**config.mk**
```make
export PLATFORM = sky130hd
export DESIGN_NAME = lora_time_on_air
export DESIGN_NICKNAME = d
export VERILOG_FILES = /design/src/rtl/toa_pkg.sv /design/src/rtl/lora_time_on_air.sv /design/src/rtl/toa_cfg.sv /design/src/rtl/toa_front.sv /design/src/rtl/toa_div125.sv
export SDC_FILE = /design/constraint.sdc
export NUM_CORES = 2
export LEC_CHECK = 0
export ABC_AREA = 1
export BUFFER_PORTS_ARGS = -buffer_cell sky130_fd_sc_hd__buf_2
export CAP_MARGIN = 10
export CORE_UTILIZATION = 60
export DETAILED_ROUTE_END_ITERATION = 16
export PLACE_DENSITY = 0.8
export SYNTH_ARGS = -nofsm -noshare
export SYNTH_HDL_FRONTEND = slang
export SYNTH_SLANG_ARGS = --single-unit
```
**constraint.sdc**
```tcl
create_clock -name clk -period 119.3 [get_ports clk]
set_input_delay 5.965 -clock clk [delete_from_list [all_inputs] [get_ports clk]]
set_output_delay 5.965 -clock clk [all_outputs]
set_load 0.02 [all_outputs]
```
**src/rtl/toa_pkg.sv**
```systemverilog
// ----------------------------------------------------------------------------
// toa_pkg: shared types and constants for the LoRa time-on-air block
// Settings group, sideband record, divider geometry and reciprocal table.
// ----------------------------------------------------------------------------
`default_nettype none

package toa_pkg;

  // divide-by-125 pipeline: 4 quotient bits per stage over a 40-bit word
  localparam int DIV_W      = 40;
  localparam int DIGIT_W    = 4;
  localparam int DIV_STAGES = DIV_W / DIGIT_W;
  localparam int REM_W      = 7;

  // 1e9 ns / (100 * bw_tenth_khz) = 1e7 / bw_tenth_khz
  localparam logic [35:0] NS_SCALE     = 36'd10000000;
  localparam logic [35:0] LDRO_NS      = 36'd16000000;
  localparam logic [53:0] US_SAT_LIMIT = 54'd4294967296000;
  localparam logic [53:0] ROUND_NS     = 54'd500;
  localparam logic [32:0] ROUND_US     = 33'd500;
  localparam logic [4:0]  PRE_FRAC     = 5'd17;
  localparam logic [5:0]  DIV_LAST     = 6'd35;
  localparam logic [4:0]  MUL_LAST     = 5'd18;

  typedef enum logic [1:0] {ST_LOAD, ST_DIV, ST_MUL, ST_READY} toa_state_t;

  typedef enum logic [2:0] {
    REG_SF, REG_BW, REG_CR, REG_PRE, REG_EXPL, REG_CRC
  } toa_reg_t;

  // settings and derived values handed to the item pipeline
  typedef struct packed {
    logic [3:0]  sf;
    logic [3:0]  k;        // sf - 2*ldro
    logic [3:0]  cr;
    logic        crc;
    logic        expl;
    logic        ldro;
    logic        invalid;
    logic [35:0] tsym;     // symbol period, ns
    logic [51:0] pre_ns;   // preamble duration, ns
    logic        busy;
  } toa_cfg_t;

  // per-item sideband through the dividers
  typedef struct packed {
    logic [31:0] us;
    logic        ldro;
    logic        invalid;
    logic        sat;
  } toa_side_t;

  // ceil(2^18 / k); floor(n / (4k)) = (n * recip) >> 20 for n < 4096
  function automatic logic [16:0] toa_recip(input logic [3:0] k);
    logic [16:0] r;
    case (k)
      4'd3:    r = 17'd87382;
      4'd4:    r = 17'd65536;
      4'd5:    r = 17'd52429;
      4'd6:    r = 17'd43691;
      4'd7:    r = 17'd37450;
      4'd8:    r = 17'd32768;
      4'd9:    r = 17'd29128;
      4'd10:   r = 17'd26215;
      4'd11:   r = 17'd23832;
      4'd12:   r = 17'd21846;
      default: r = 17'd0;
    endcase
    return r;
  endfunction

endpackage

`default_nettype wire

```
**src/rtl/lora_time_on_air.sv**
```systemverilog
// ----------------------------------------------------------------------------
// lora_time_on_air: LoRa packet time on air
// Payload length in, time on air in microseconds and milliseconds out.
// ----------------------------------------------------------------------------
//  port group  dir  payload
//  in_*        in   tdata[7:0] payload_bytes
//  out_*       out  tdata[31:0] time_us, [54:32] time_ms; tuser ldro, invalid
//  cfg_*       in   index 0..5, data 16 bits
//
// One beat per cycle unless an output stall or the settings sequencer holds it; the path is
// 5 front stages, two 10-stage divide-by-125 pipes, microsecond stage, output register.
// After reset and after each settings write the derived-value sequencer runs
// with in_tready low; with invalid settings it skips the divide and multiply.
// An output stall holds every stage; nothing is dropped or repeated.
// ----------------------------------------------------------------------------
`default_nettype none

module lora_time_on_air (
  input  wire logic        clk,
  input  wire logic        rst_n,
  input  wire logic        in_tvalid,
  output logic             in_tready,
  input  wire logic [7:0]  in_tdata,    // [7:0] payload_bytes
  output logic             out_tvalid,
  input  wire logic        out_tready,
  output logic [55:0]      out_tdata,   // [31:0] time_us, [54:32] time_ms, [55] zero
  output logic [1:0]       out_tuser,   // [0] ldro_active, [1] settings_invalid
  input  wire logic        cfg_we,
  input  wire logic [2:0]  cfg_index,
  input  wire logic [15:0] cfg_wdata
);

  toa_pkg::toa_cfg_t  cfg;
  logic               en;
  logic               f_valid;
  logic [toa_pkg::DIV_W-1:0] f_x;
  toa_pkg::toa_side_t f_side;
  logic               d1_valid;
  logic [toa_pkg::DIV_W-1:0] d1_q;
  toa_pkg::toa_side_t d1_side;
  logic               us_valid_r;
  logic [toa_pkg::DIV_W-1:0] x2_r;
  toa_pkg::toa_side_t side2_r;
  logic               d2_valid;
  logic [toa_pkg::DIV_W-1:0] d2_q;
  toa_pkg::toa_side_t d2_side;
  logic [31:0]        us;
  logic [32:0]        us_rnd;
  logic               out_valid_r;
  logic [55:0]        out_data_r;
  logic [1:0]         out_user_r;

  // whole pipe advances when the output register can take a beat
  assign en        = !out_valid_r || out_tready;
  assign in_tready = en && !cfg.busy;

  toa_cfg u_cfg (
    .clk       (clk),
    .rst_n     (rst_n),
    .cfg_we    (cfg_we),
    .cfg_index (cfg_index),
    .cfg_wdata (cfg_wdata),
    .cfg_o     (cfg)
  );

  toa_front u_front (
    .clk           (clk),
    .rst_n         (rst_n),
    .en            (en),
    .in_valid      (in_tvalid && in_tready),
    .payload_bytes (in_tdata),
    .cfg           (cfg),
    .out_valid     (f_valid),
    .out_x         (f_x),
    .out_side      (f_side)
  );

  toa_div125 u_div_us (
    .clk       (clk),
    .rst_n     (rst_n),
    .en        (en),
    .in_valid  (f_valid),
    .in_x      (f_x),
    .in_side   (f_side),
    .out_valid (d1_valid),
    .out_q     (d1_q),
    .out_side  (d1_side)
  );

  // microseconds with saturation, then half a millisecond for rounding
  assign us     = d1_side.sat ? 32'hFFFF_FFFF : d1_q[31:0];
  assign us_rnd = {1'b0, us} + toa_pkg::ROUND_US;

  always_ff @(posedge clk) begin
    if (!rst_n) begin
      us_valid_r <= 1'b0;
    end else if (en) begin
      us_valid_r <= d1_valid;
    end
  end

  always_ff @(posedge clk) begin
    if (en) begin
      x2_r    <= {10'd0, us_rnd[32:3]};
      side2_r <= '{us: us, ldro: d1_side.ldro, invalid: d1_side.invalid,
                   sat: d1_side.sat};
    end
  end

  toa_div125 u_div_ms (
    .clk       (clk),
    .rst_n     (rst_n),
    .en        (en),
    .in_valid  (us_valid_r),
    .in_x      (x2_r),
    .in_side   (side2_r),
    .out_valid (d2_valid),
    .out_q     (d2_q),
    .out_side  (d2_side)
  );

  // output register
  always_ff @(posedge clk) begin
    if (!rst_n) begin
      out_valid_r <= 1'b0;
    end else if (en) begin
      out_valid_r <= d2_valid;
    end
  end

  always_ff @(posedge clk) begin
    if (en) begin
      if (d2_side.invalid) begin
        out_data_r <= 56'd0;
        out_user_r <= 2'b10;
      end else begin
        out_data_r <= {1'b0, d2_q[22:0], d2_side.us};
        out_user_r <= {1'b0, d2_side.ldro};
      end
    end
  end

  assign out_tvalid = out_valid_r;
  assign out_tdata  = out_data_r;
  assign out_tuser  = out_user_r;

  // invalid settings give an all-zero result without the LDRO flag
  a_invalid_zero: assert property (@(posedge clk) disable iff (!rst_n)
    out_tvalid && out_tuser[1] |-> (out_tdata == 56'd0) && !out_tuser[0])
    else $error("invalid settings with nonzero result");

  // saturated microseconds pin the millisecond value
  a_sat_ms: assert property (@(posedge clk) disable iff (!rst_n)
    out_tvalid && (out_tdata[31:0] == 32'hFFFF_FFFF) |-> (out_tdata[54:32] == 23'd4294967))
    else $error("saturated time_us with wrong time_ms");

  // a settings write blocks input while derived values are rebuilt
  a_cfg_block: assert property (@(posedge clk) disable iff (!rst_n)
    cfg_we |=> !in_tready)
    else $error("input accepted right after settings write");

endmodule

`default_nettype wire

```
**src/rtl/toa_cfg.sv**
```systemverilog
// ----------------------------------------------------------------------------
// toa_cfg: settings registers and derived-value sequencer
// Holds the six settings; after reset or any write it recomputes the symbol
// period (36-step restoring divide) and the preamble time (19-step multiply).
// ----------------------------------------------------------------------------
`default_nettype none

module toa_cfg (
  input  wire logic              clk,
  input  wire logic              rst_n,
  input  wire logic              cfg_we,
  input  wire logic [2:0]        cfg_index,
  input  wire logic [15:0]       cfg_wdata,
  output toa_pkg::toa_cfg_t      cfg_o
);

  logic [3:0]  sf_r;
  logic [12:0] bw_r;
  logic [3:0]  cr_r;
  logic [15:0] pre_r;
  logic        expl_r;
  logic        crc_r;

  toa_pkg::toa_state_t state_r, state_nxt;
  logic [5:0]  cnt_r, cnt_nxt;
  logic [35:0] dvd_r, dvd_nxt;
  logic [13:0] rem_r, rem_nxt;
  logic [35:0] quo_r, quo_nxt;
  logic [53:0] mc_r, mc_nxt;
  logic [18:0] mp_r, mp_nxt;
  logic [53:0] acc_r, acc_nxt;

  logic        invalid;
  logic        ldro;
  logic [13:0] trial;
  logic        ge;

  // settings registers
  always_ff @(posedge clk) begin
    if (!rst_n) begin
      sf_r   <= 4'd7;
      bw_r   <= 13'd1250;
      cr_r   <= 4'd5;
      pre_r  <= 16'd8;
      expl_r <= 1'b1;
      crc_r  <= 1'b1;
    end else if (cfg_we) begin
      case (cfg_index)
        toa_pkg::REG_SF:   sf_r   <= cfg_wdata[3:0];
        toa_pkg::REG_BW:   bw_r   <= cfg_wdata[12:0];
        toa_pkg::REG_CR:   cr_r   <= cfg_wdata[3:0];
        toa_pkg::REG_PRE:  pre_r  <= cfg_wdata;
        toa_pkg::REG_EXPL: expl_r <= cfg_wdata[0];
        toa_pkg::REG_CRC:  crc_r  <= cfg_wdata[0];
        default: ;
      endcase
    end
  end

  assign invalid = (sf_r < 4'd5) || (sf_r > 4'd12) || (cr_r < 4'd5) ||
                   (cr_r > 4'd8) || (bw_r == 13'd0);

  // one divide step
  assign trial = {rem_r[12:0], dvd_r[35]};
  assign ge    = (trial >= {1'b0, bw_r});

  // next state
  always_comb begin
    state_nxt = state_r;
    case (state_r)
      toa_pkg::ST_LOAD:  state_nxt = invalid ? toa_pkg::ST_READY : toa_pkg::ST_DIV;
      toa_pkg::ST_DIV:   if (cnt_r == toa_pkg::DIV_LAST) state_nxt = toa_pkg::ST_MUL;
      toa_pkg::ST_MUL:   if (cnt_r[4:0] == toa_pkg::MUL_LAST) state_nxt = toa_pkg::ST_READY;
      toa_pkg::ST_READY: state_nxt = toa_pkg::ST_READY;
      default:           state_nxt = toa_pkg::ST_LOAD;
    endcase
    if (cfg_we) state_nxt = toa_pkg::ST_LOAD;
  end

  // datapath updates per state
  always_comb begin
    cnt_nxt = cnt_r;
    dvd_nxt = dvd_r;
    rem_nxt = rem_r;
    quo_nxt = quo_r;
    mc_nxt  = mc_r;
    mp_nxt  = mp_r;
    acc_nxt = acc_r;
    case (state_r)
      toa_pkg::ST_LOAD: begin
        cnt_nxt = 6'd0;
        dvd_nxt = toa_pkg::NS_SCALE << sf_r;
        rem_nxt = 14'd0;
        quo_nxt = 36'd0;
      end
      toa_pkg::ST_DIV: begin
        cnt_nxt = cnt_r + 6'd1;
        dvd_nxt = {dvd_r[34:0], 1'b0};
        rem_nxt = ge ? (trial - {1'b0, bw_r}) : trial;
        quo_nxt = {quo_r[34:0], ge};
        if (cnt_r == toa_pkg::DIV_LAST) begin
          cnt_nxt = 6'd0;
          mc_nxt  = {18'd0, quo_r[34:0], ge};
          mp_nxt  = {1'b0, pre_r, 2'b00} + 19'(toa_pkg::PRE_FRAC);
          acc_nxt = 54'd0;
        end
      end
      toa_pkg::ST_MUL: begin
        cnt_nxt = cnt_r + 6'd1;
        acc_nxt = mp_r[0] ? (acc_r + mc_r) : acc_r;
        mc_nxt  = {mc_r[52:0], 1'b0};
        mp_nxt  = {1'b0, mp_r[18:1]};
      end
      default: ;
    endcase
  end

  always_ff @(posedge clk) begin
    if (!rst_n) begin
      state_r <= toa_pkg::ST_LOAD;
      cnt_r   <= 6'd0;
    end else begin
      state_r <= state_nxt;
      cnt_r   <= cnt_nxt;
    end
  end

  always_ff @(posedge clk) begin
    dvd_r <= dvd_nxt;
    rem_r <= rem_nxt;
    quo_r <= quo_nxt;
    mc_r  <= mc_nxt;
    mp_r  <= mp_nxt;
    acc_r <= acc_nxt;
  end

  // outputs
  assign ldro = (quo_r >= toa_pkg::LDRO_NS);

  always_comb begin
    cfg_o.sf      = sf_r;
    cfg_o.k       = sf_r - {2'b00, ldro, 1'b0};
    cfg_o.cr      = cr_r;
    cfg_o.crc     = crc_r;
    cfg_o.expl    = expl_r;
    cfg_o.ldro    = ldro;
    cfg_o.invalid = invalid;
    cfg_o.tsym    = quo_r;
    cfg_o.pre_ns  = acc_r[53:2];
    cfg_o.busy    = (state_r != toa_pkg::ST_READY);
  end

endmodule

`default_nettype wire

```
**src/rtl/toa_front.sv**
```systemverilog
// ----------------------------------------------------------------------------
// toa_front: payload symbol count and total nanoseconds
// Five stages: ceiling numerator, reciprocal product, symbol count,
// payload time, total with rounding offset and saturation check.
// ----------------------------------------------------------------------------
`default_nettype none

module toa_front (
  input  wire logic                     clk,
  input  wire logic                     rst_n,
  input  wire logic                     en,
  input  wire logic                     in_valid,
  input  wire logic [7:0]               payload_bytes,
  input  wire toa_pkg::toa_cfg_t        cfg,
  output logic                          out_valid,
  output logic [toa_pkg::DIV_W-1:0]     out_x,
  output toa_pkg::toa_side_t            out_side
);

  logic [4:0]  v_r;
  logic [11:0] n_r;
  logic [28:0] prod_r;
  logic [10:0] nsyms_r;
  logic [46:0] pay_r;
  logic [toa_pkg::DIV_W-1:0] x_r;
  toa_pkg::toa_side_t side_r [5];

  logic [11:0] pos;
  logic [6:0]  neg;
  logic [11:0] n_nxt;
  logic [53:0] total;
  toa_pkg::toa_side_t side_in;

  // numerator: 8*PL + 28 + 16*CRC versus 4*SF + 20*IH
  assign pos = {1'b0, payload_bytes, 3'b000} + 12'd28 + {7'd0, cfg.crc, 4'd0};
  assign neg = {1'b0, cfg.sf, 2'b00} + (cfg.expl ? 7'd0 : 7'd20);
  assign n_nxt = (pos > {5'd0, neg}) ?
                 (pos - {5'd0, neg} + {6'd0, cfg.k, 2'b00} - 12'd1) : 12'd0;

  assign total = {2'b00, cfg.pre_ns} + {7'd0, pay_r} + toa_pkg::ROUND_NS;

  always_comb begin
    side_in.us      = 32'd0;
    side_in.ldro    = cfg.ldro;
    side_in.invalid = cfg.invalid;
    side_in.sat     = 1'b0;
  end

  always_ff @(posedge clk) begin
    if (!rst_n) begin
      v_r <= 5'd0;
    end else if (en) begin
      v_r <= {v_r[3:0], in_valid};
    end
  end

  always_ff @(posedge clk) begin
    if (en) begin
      // stage 1
      n_r       <= n_nxt;
      side_r[0] <= side_in;
      // stage 2: blocks = ceil(num / 4k) by reciprocal
      prod_r    <= {5'd0, n_r} * {12'd0, toa_pkg::toa_recip(cfg.k)};
      side_r[1] <= side_r[0];
      // stage 3: symbol count
      nsyms_r   <= 11'd8 + {3'd0, prod_r[27:20]} * {7'd0, cfg.cr};
      side_r[2] <= side_r[1];
      // stage 4: payload time
      pay_r     <= {36'd0, nsyms_r} * {11'd0, cfg.tsym};
      side_r[3] <= side_r[2];
      // stage 5: total plus half microsecond, ns / 8 into the divider
      x_r       <= {1'b0, total[41:3]};
      side_r[4] <= '{us: 32'd0, ldro: side_r[3].ldro, invalid: side_r[3].invalid,
                     sat: (total >= toa_pkg::US_SAT_LIMIT)};
    end
  end

  assign out_valid = v_r[4];
  assign out_x     = x_r;
  assign out_side  = side_r[4];

endmodule

`default_nettype wire

```
**src/rtl/toa_div125.sv**
```systemverilog
// ----------------------------------------------------------------------------
// toa_div125: pipelined divide by 125
// One 4-bit quotient digit per stage, most significant first, with the
// sideband record carried alongside.
// ----------------------------------------------------------------------------
`default_nettype none

module toa_div125 (
  input  wire logic                     clk,
  input  wire logic                     rst_n,
  input  wire logic                     en,
  input  wire logic                     in_valid,
  input  wire logic [toa_pkg::DIV_W-1:0] in_x,
  input  wire toa_pkg::toa_side_t       in_side,
  output logic                          out_valid,
  output logic [toa_pkg::DIV_W-1:0]     out_q,
  output toa_pkg::toa_side_t            out_side
);

  localparam int N = toa_pkg::DIV_STAGES;
  localparam int W = toa_pkg::DIV_W;
  localparam int D = toa_pkg::DIGIT_W;
  localparam int R = toa_pkg::REM_W;
  localparam int V = R + D;

  logic [W-1:0]       x_w   [N+1];
  logic [R-1:0]       rem_w [N+1];
  toa_pkg::toa_side_t side_w[N+1];
  logic [N:0]         v_w;

  assign x_w[0]    = in_x;
  assign rem_w[0]  = '0;
  assign side_w[0] = in_side;
  assign v_w[0]    = in_valid;

  for (genvar j = 0; j < N; j++) begin : g_stage
    logic [V-1:0] val;
    logic [D-1:0] dig;
    logic [W-1:0] x_nxt;
    logic [R-1:0] rem_nxt;
    logic [W-1:0] x_r;
    logic [R-1:0] rem_r;
    toa_pkg::toa_side_t side_r;
    logic         v_r;

    // pick the largest digit whose multiple of 125 fits
    always_comb begin
      val = {rem_w[j], x_w[j][W-1-D*j -: D]};
      dig = '0;
      for (int d = 1; d < (1 << D); d++) begin
        if (val >= V'(d * 125)) dig = D'(d);
      end
      rem_nxt = R'(val - V'(dig) * V'(125));
      x_nxt   = x_w[j];
      x_nxt[W-1-D*j -: D] = dig;
    end

    always_ff @(posedge clk) begin
      if (!rst_n) begin
        v_r <= 1'b0;
      end else if (en) begin
        v_r <= v_w[j];
      end
    end

    always_ff @(posedge clk) begin
      if (en) begin
        x_r    <= x_nxt;
        rem_r  <= rem_nxt;
        side_r <= side_w[j];
      end
    end

    assign x_w[j+1]    = x_r;
    assign rem_w[j+1]  = rem_r;
    assign side_w[j+1] = side_r;
    assign v_w[j+1]    = v_r;
  end

  assign out_valid = v_w[N];
  assign out_q     = x_w[N];
  assign out_side  = side_w[N];

endmodule

`default_nettype wire
```
# Yosys cells after proc, flatten, opt, wreduce, memory -nomap -nowiden

Memory sizes are Yosys's and may differ from the RTL's. A register that Yosys moved wholly into a read port is not among the register bits.
Cells that the tools add are included.

Flip-flop bits (word level): 1598
Bits in latches: 0
Memory bits (writable): 175
Bits in read-only memories: 272
Input bits: 32
Output and inout bits: 60
Word-level logic and storage cells: 819
Memories kept: 2

$add $sub $neg: 31
$mul: 19
Divide/modulo/power cells: 0
Order comparisons: 278
Equal/unequal tests: 14
Shift operators: 1
Multiplexer cells: 291
Bitwise gates (word level): 1
Reductions and logical operators: 31

Memory list:

| memory          | words | bits a word | rd ports | clocked after memory_dff | wr ports | line            | text |
|---|---|---|---|---|---|---|---|
| (no name shown) | 16    | 17          | 1        | 0                        | 0        | toa_pkg.sv:56   | `case (k)` |
| u_front.side_r  | 5     | 35          | 5        | 1                        | 5        | toa_front.sv:26 | `toa_pkg::toa_side_t side_r [5];` |

Operator list:

| cell                  | number |
|---|---|
| $ge 11x11->1 const B  | 112 |
| $ge 11x10->1 const B  | 64 |
| $mux 4                | 128 |
| $ge 11x9->1 const B   | 32 |
| $mux 3                | 80 |
| $pmux 54 s2           | 2 |
| $ge 11x7->1 const B   | 16 |
| $ge 11x8->1 const B   | 16 |
| $mux 54               | 3 |
| $pmux 36 s2           | 2 |
| $mul 4x7->7 const B   | 16 |
| $sub 7x7->7           | 14 |
| $mux 2                | 44 |
| $ge 2x11->1 const B   | 7 |
| $ge 3x11->1 const B   | 7 |
| $add 54x54->54        | 1 |
| $add 54x9->54 const B | 1 |
| $ge 54x42->1 const B  | 1 |
| $add 52x47->53        | 1 |
| $mul 11x36->47        | 1 |
| $ge 2x10->1 const B   | 4 |
| $ge 3x10->1 const B   | 4 |
| $pmux 19 s2           | 1 |
| $ge 36x24->1 const B  | 1 |
| 60 further kinds      | 108 |

# Depth between registers and ports, before layout

Depth in word-level cells: 18
Gate-level depth with buffers: 37

# Cells and area by module

A second synthesis with hierarchy kept.

Cell total of the unflattened synthesis: 11213
Area, all modules: 114481.0 sq um

Modules (own cells, without submodules):

| module                | instances | cells an instance | area each (sq um) |
|---|---|---|---|
| toa_div125 (u_div_ms) | 1         | 2268              | 31472.7 |
| toa_div125 (u_div_us) | 1         | 2236              | 31268.7 |
| toa_front             | 1         | 3997              | 30166.4 |
| toa_cfg               | 1         | 2188              | 16221.8 |
| lora_time_on_air      | 1         | 524               | 5351.4 |

# Least setup slack after synthesis

OpenSTA, ideal clock, no wires.

Kind: input port to flip-flop
Start: input port out_tready
End: register out_data_r[0] (netlist: out_tdata[0]), enable pin
Data arrival time: 41093 ps
Slack: 76043 ps
Stages: 3
Buffers on the path: 1
Cells stage by stage: nor2_1 clkinv_1 clkbuf_1

Word-level cells in the longest chain between the ends: 1

RTL lines:

| item                 | line                    | text |
|---|---|---|
| from (decl)          | lora_time_on_air.sv:25  | `input wire logic out_tready,` |
| $logic_or 1x1->1     | lora_time_on_air.sv:54  | `assign en = !out_valid_r \|\| out_tready;` |
| to (signal assigned) | lora_time_on_air.sv:137 | `out_data_r <= {1'b0, d2_q[22:0], d2_side.us};` |
| to (decl)            | lora_time_on_air.sv:50  | `logic [55:0] out_data_r;` |

Every way passes these cells.
A chain may end at the register's enable or synchronous reset.

# Worst setup path after layout

Start: input port out_tready
End: output port in_tready

Word-level cells in the longest chain between the ends: 2

RTL lines:

| item              | line                   | text |
|---|---|---|
| $logic_or 1x1->1  | lora_time_on_air.sv:54 |  |
| $logic_and 1x1->1 | lora_time_on_air.sv:55 | `assign in_tready = en && !cfg.busy;` |
| to (decl)         | lora_time_on_air.sv:22 | `output logic in_tready,` |

Every way passes these cells.

==> summary.txt <==
Hold path
  – Hold_sp: u_div_ms.g_stage[5].side_r[4]$_DFFE_PN_
  – Hold depth: 0
  – Worst Hold Endpoint: u_div_ms.g_stage[6].side_r[4]$_DFFE_PN_
  – Worst Hold Class: reg -> reg

Route
  – DR WL/cell: 16.3 um
  – Post-route ant nets: 0
  – Drt drc: 0
  – DR iter-0 viols: 5180
  – Vias: 65129
  – Average vias per placed instance: 5.46
  – Total Wirelength: 195000 um
  – DR pass1 iterations: 7

Logic synthesis
  – Unique masters post-synth: 68
  – Cell Area, Synth: 95200 um^2
  – Syn avg cell area: 9.87 um^2
  – Synth Flop Type: edfxtp_1
  – Synth Warn #: 0
  – Sequential share of the synthesized area: 48.9%
  – Yosys reg bits: 1574
  – Async SR Flop Fraction: 0%
  – Cells after Synth: 9645
  – EDFF count, synth: 1500

Die
  – Die Height: 400 um
  – Die W: 400 um
  – # IOs: 92
  – Die area: 160000 um^2
  – Rows: 145
  – Initial cell density of the core: 60.7%
  – Core Box Area: 157000 um^2

Layout
  – Final net count: 10831
  – Fillers: 11884
  – Area of the multi-input gates: 41100 um^2
  – Final Util: 65.9%
  – Ant diodes: 0
  – Commonest non-fill, non-tap cell in the layout: nand2_1
  – Register area: 46500 um^2
  – Area Overhead vs Synth: 8.58%
  – Commonest cells after routing, fill and taps aside: 2178 x nand2_1, 1809 x inv_1, 1500 x edfxtp_1
  – Layout cells sized above 1: 5.28%

Clock tree
  – CTS resizes: 0
  – Cts bufs inserted: 159
  – CTS tree: done
  – Clock transition at the registers of the reported paths: 0.06 ns
  – Clock root cell: clkbuf_16
  – Htree depth: 4
  – # clock sinks: 1574
  – Clock latency at the later pin of the worst-skew pair: 0.82 ns
  – Post-CTS Hold Buffers: 0
  – CTS Buffer Depth: 3
  – Post-CTS setup buffer count: 0

GRT
  – Initial antenna violation count: 0
  – Gr usage total: 24.7%
  – First-pass GRT wire length: 324000 um
  – Vias in the first global route: 65736
  – Largest net degree at the start of global routing: 188
  – Grt total ovfl: 0

Place
  – Detail Placement HPWL: 144000 um
  – Final Wtd Congestion: 0.937
  – Pre-CTS WS: 106.62 ns
  – I/O Buffers: 90

Run
  – Max cap viols: 0

Status
  – Status: completed

Critical path
  – Startpoint Class: input pin
  – Worst setup EP type: output pin
  – Largest fanout on the critical path: 29
  – Crit Path Class: in -> out
  – Reg2reg start: u_cfg.quo_r[15]$_SDFFCE_PN0P_
  – WP data arrival: 6.74 ns
  – Worst endpoint required time: 113.33 ns
  – Worst reg-to-reg setup slack: 110.43 ns
  – Worst Reg-to-Reg Cells: 33
  – FF-to-FF End: u_front.prod_r[27]$_DFFE_PN_

Timing
  – Worst setup margin: 106.60 ns
  – Max-slew violations: 0
  – Final setup violation count: 0
  – RSZ-0062 raised after global routing: false
  – Worst-Margin Slew: 1.08 ns
  – Rel. slew slack: 27.7%
  – Setup Total Neg Slack: 0 ns
  – Hold slack: 0.380 ns
  – Final Hold Fails: 0
  – Fmax: 78.7 MHz
  – Clock skew: 0.0484 ns
  – Tcrit/Tclk final: 10.6%
  – Final min period: 12.70 ns
-- final cells by class --
class                      count  share of cell area, %
sequential                  1574                   45.0
multi-input combinational   6046                   39.8
inverter                    1841                   6.69
clock buffer                 187                   4.02
tap                         2058                   2.49
clock inverter               104                   1.31
timing repair buffer         127                  0.728
-- worst max-delay path, cell delays in order --
cell    delay (ns)
buf_2         0.10
nor2_1        0.11
buf_4         0.29
nor2_1        0.10
buf_2         0.17
-- cells by family after synthesis --
family	synth area share (%)
and+or+nand+nor	15.5
buffers and inverters	8.01
DFF	48.9
AOI/OAI and AO/OA	6.67
adders and majority gates	18.2
xor gates and xnor gates	2.77
other	0.00394
-- per-stage QoR --
stage | std cells | cell area, um^2
floorplan | 9646 | 95200
global placement | 11646 | 97900
detailed placement | 11646 | 97900
CTS | 11937 | 103000
global route | 11937 | 103000
finish | 11937 | 103000
-- state kept, by name, indices dropped and copies added (netlist names), 19 cells and up --
| register | flops |
|---|---|
| u_cfg.mp_r | 19 |
| out_tdata | 55 |
| u_front.out_x | 39 |
| u_cfg.acc_r | 54 |
| u_div_us.g_stage.side_r | 27 |
| u_div_ms.out_q | 23 |
| u_cfg.quo_r | 36 |
| u_div_ms.out_side | 34 |
| u_front.pay_r | 47 |
| u_div_us.g_stage.x_r | 292 |
| x2_r | 30 |
| u_cfg.dvd_r | 29 |
| u_div_us.out_q | 32 |
| u_div_ms.g_stage.x_r | 227 |
| side2_r | 34 |
| u_div_ms.g_stage.side_r | 306 |
| u_cfg.mc_r | 54 |
| u_div_ms.g_stage.rem_r | 44 |
| u_div_us.g_stage.rem_r | 59 |
-- worst max path at each step --
stage                from                          to  slack [ns]  depth (start not counted)
3_5_place_dp   out_tready                   in_tready      106.62                          5
6_report       out_tready                   in_tready      106.60                          5
5_1_grt        out_tready                   in_tready      106.54                          5
3_3_place_gp   out_tready                   in_tready      106.61                          5
2_1_floorplan  out_tready  out_tdata[0]$_SDFFCE_PP0N_       76.04                          3
4_1_cts        out_tready                   in_tready      106.59                          5
-- Yosys cell counts (10+ instances only) --
master | count | area share, %
o211ai_1 | 44 | 0.35
nor2_4 | 10 | 0.12
nor4_1 | 32 | 0.21
a211oi_1 | 23 | 0.18
o21bai_1 | 21 | 0.17
nand4_1 | 99 | 0.65
xor2_1 | 198 | 1.8
ha_1 | 491 | 6.5
o221ai_1 | 11 | 0.10
a41oi_1 | 12 | 0.11
nor3_1 | 101 | 0.53
nor2_2 | 23 | 0.15
clkbuf_1 | 174 | 0.69
nand2_2 | 36 | 0.24
edfxtp_1 | 1500 | 47
o2111ai_1 | 12 | 0.11
fa_1 | 559 | 12
o31ai_1 | 31 | 0.24
o21a_1 | 25 | 0.20
a21oi_1 | 402 | 2.1
inv_1 | 1809 | 7.1
or2_2 | 22 | 0.14
nand3_1 | 250 | 1.3
nand2_1 | 2178 | 8.6
dfxtp_1 | 74 | 1.6
nor2_1 | 798 | 3.1
inv_2 | 20 | 0.079
a31oi_1 | 60 | 0.39
o21ai_0 | 372 | 2.0
clkinv_1 | 12 | 0.047
xnor2_1 | 103 | 0.95
nand3_2 | 11 | 0.12
a21o_1 | 20 | 0.16
-- routing by layer --
layer / GRT usage [%] / share of wire [%]
met5: 0 / 0
met4: 8.66 / 3.1
met3: 3.52 / 5.9
met2: 42.3 / 49
met1: 32.1 / 42
Power is not shown: default switching activity piles up to over one toggle a cycle in this logic, so the estimate is an artifact.
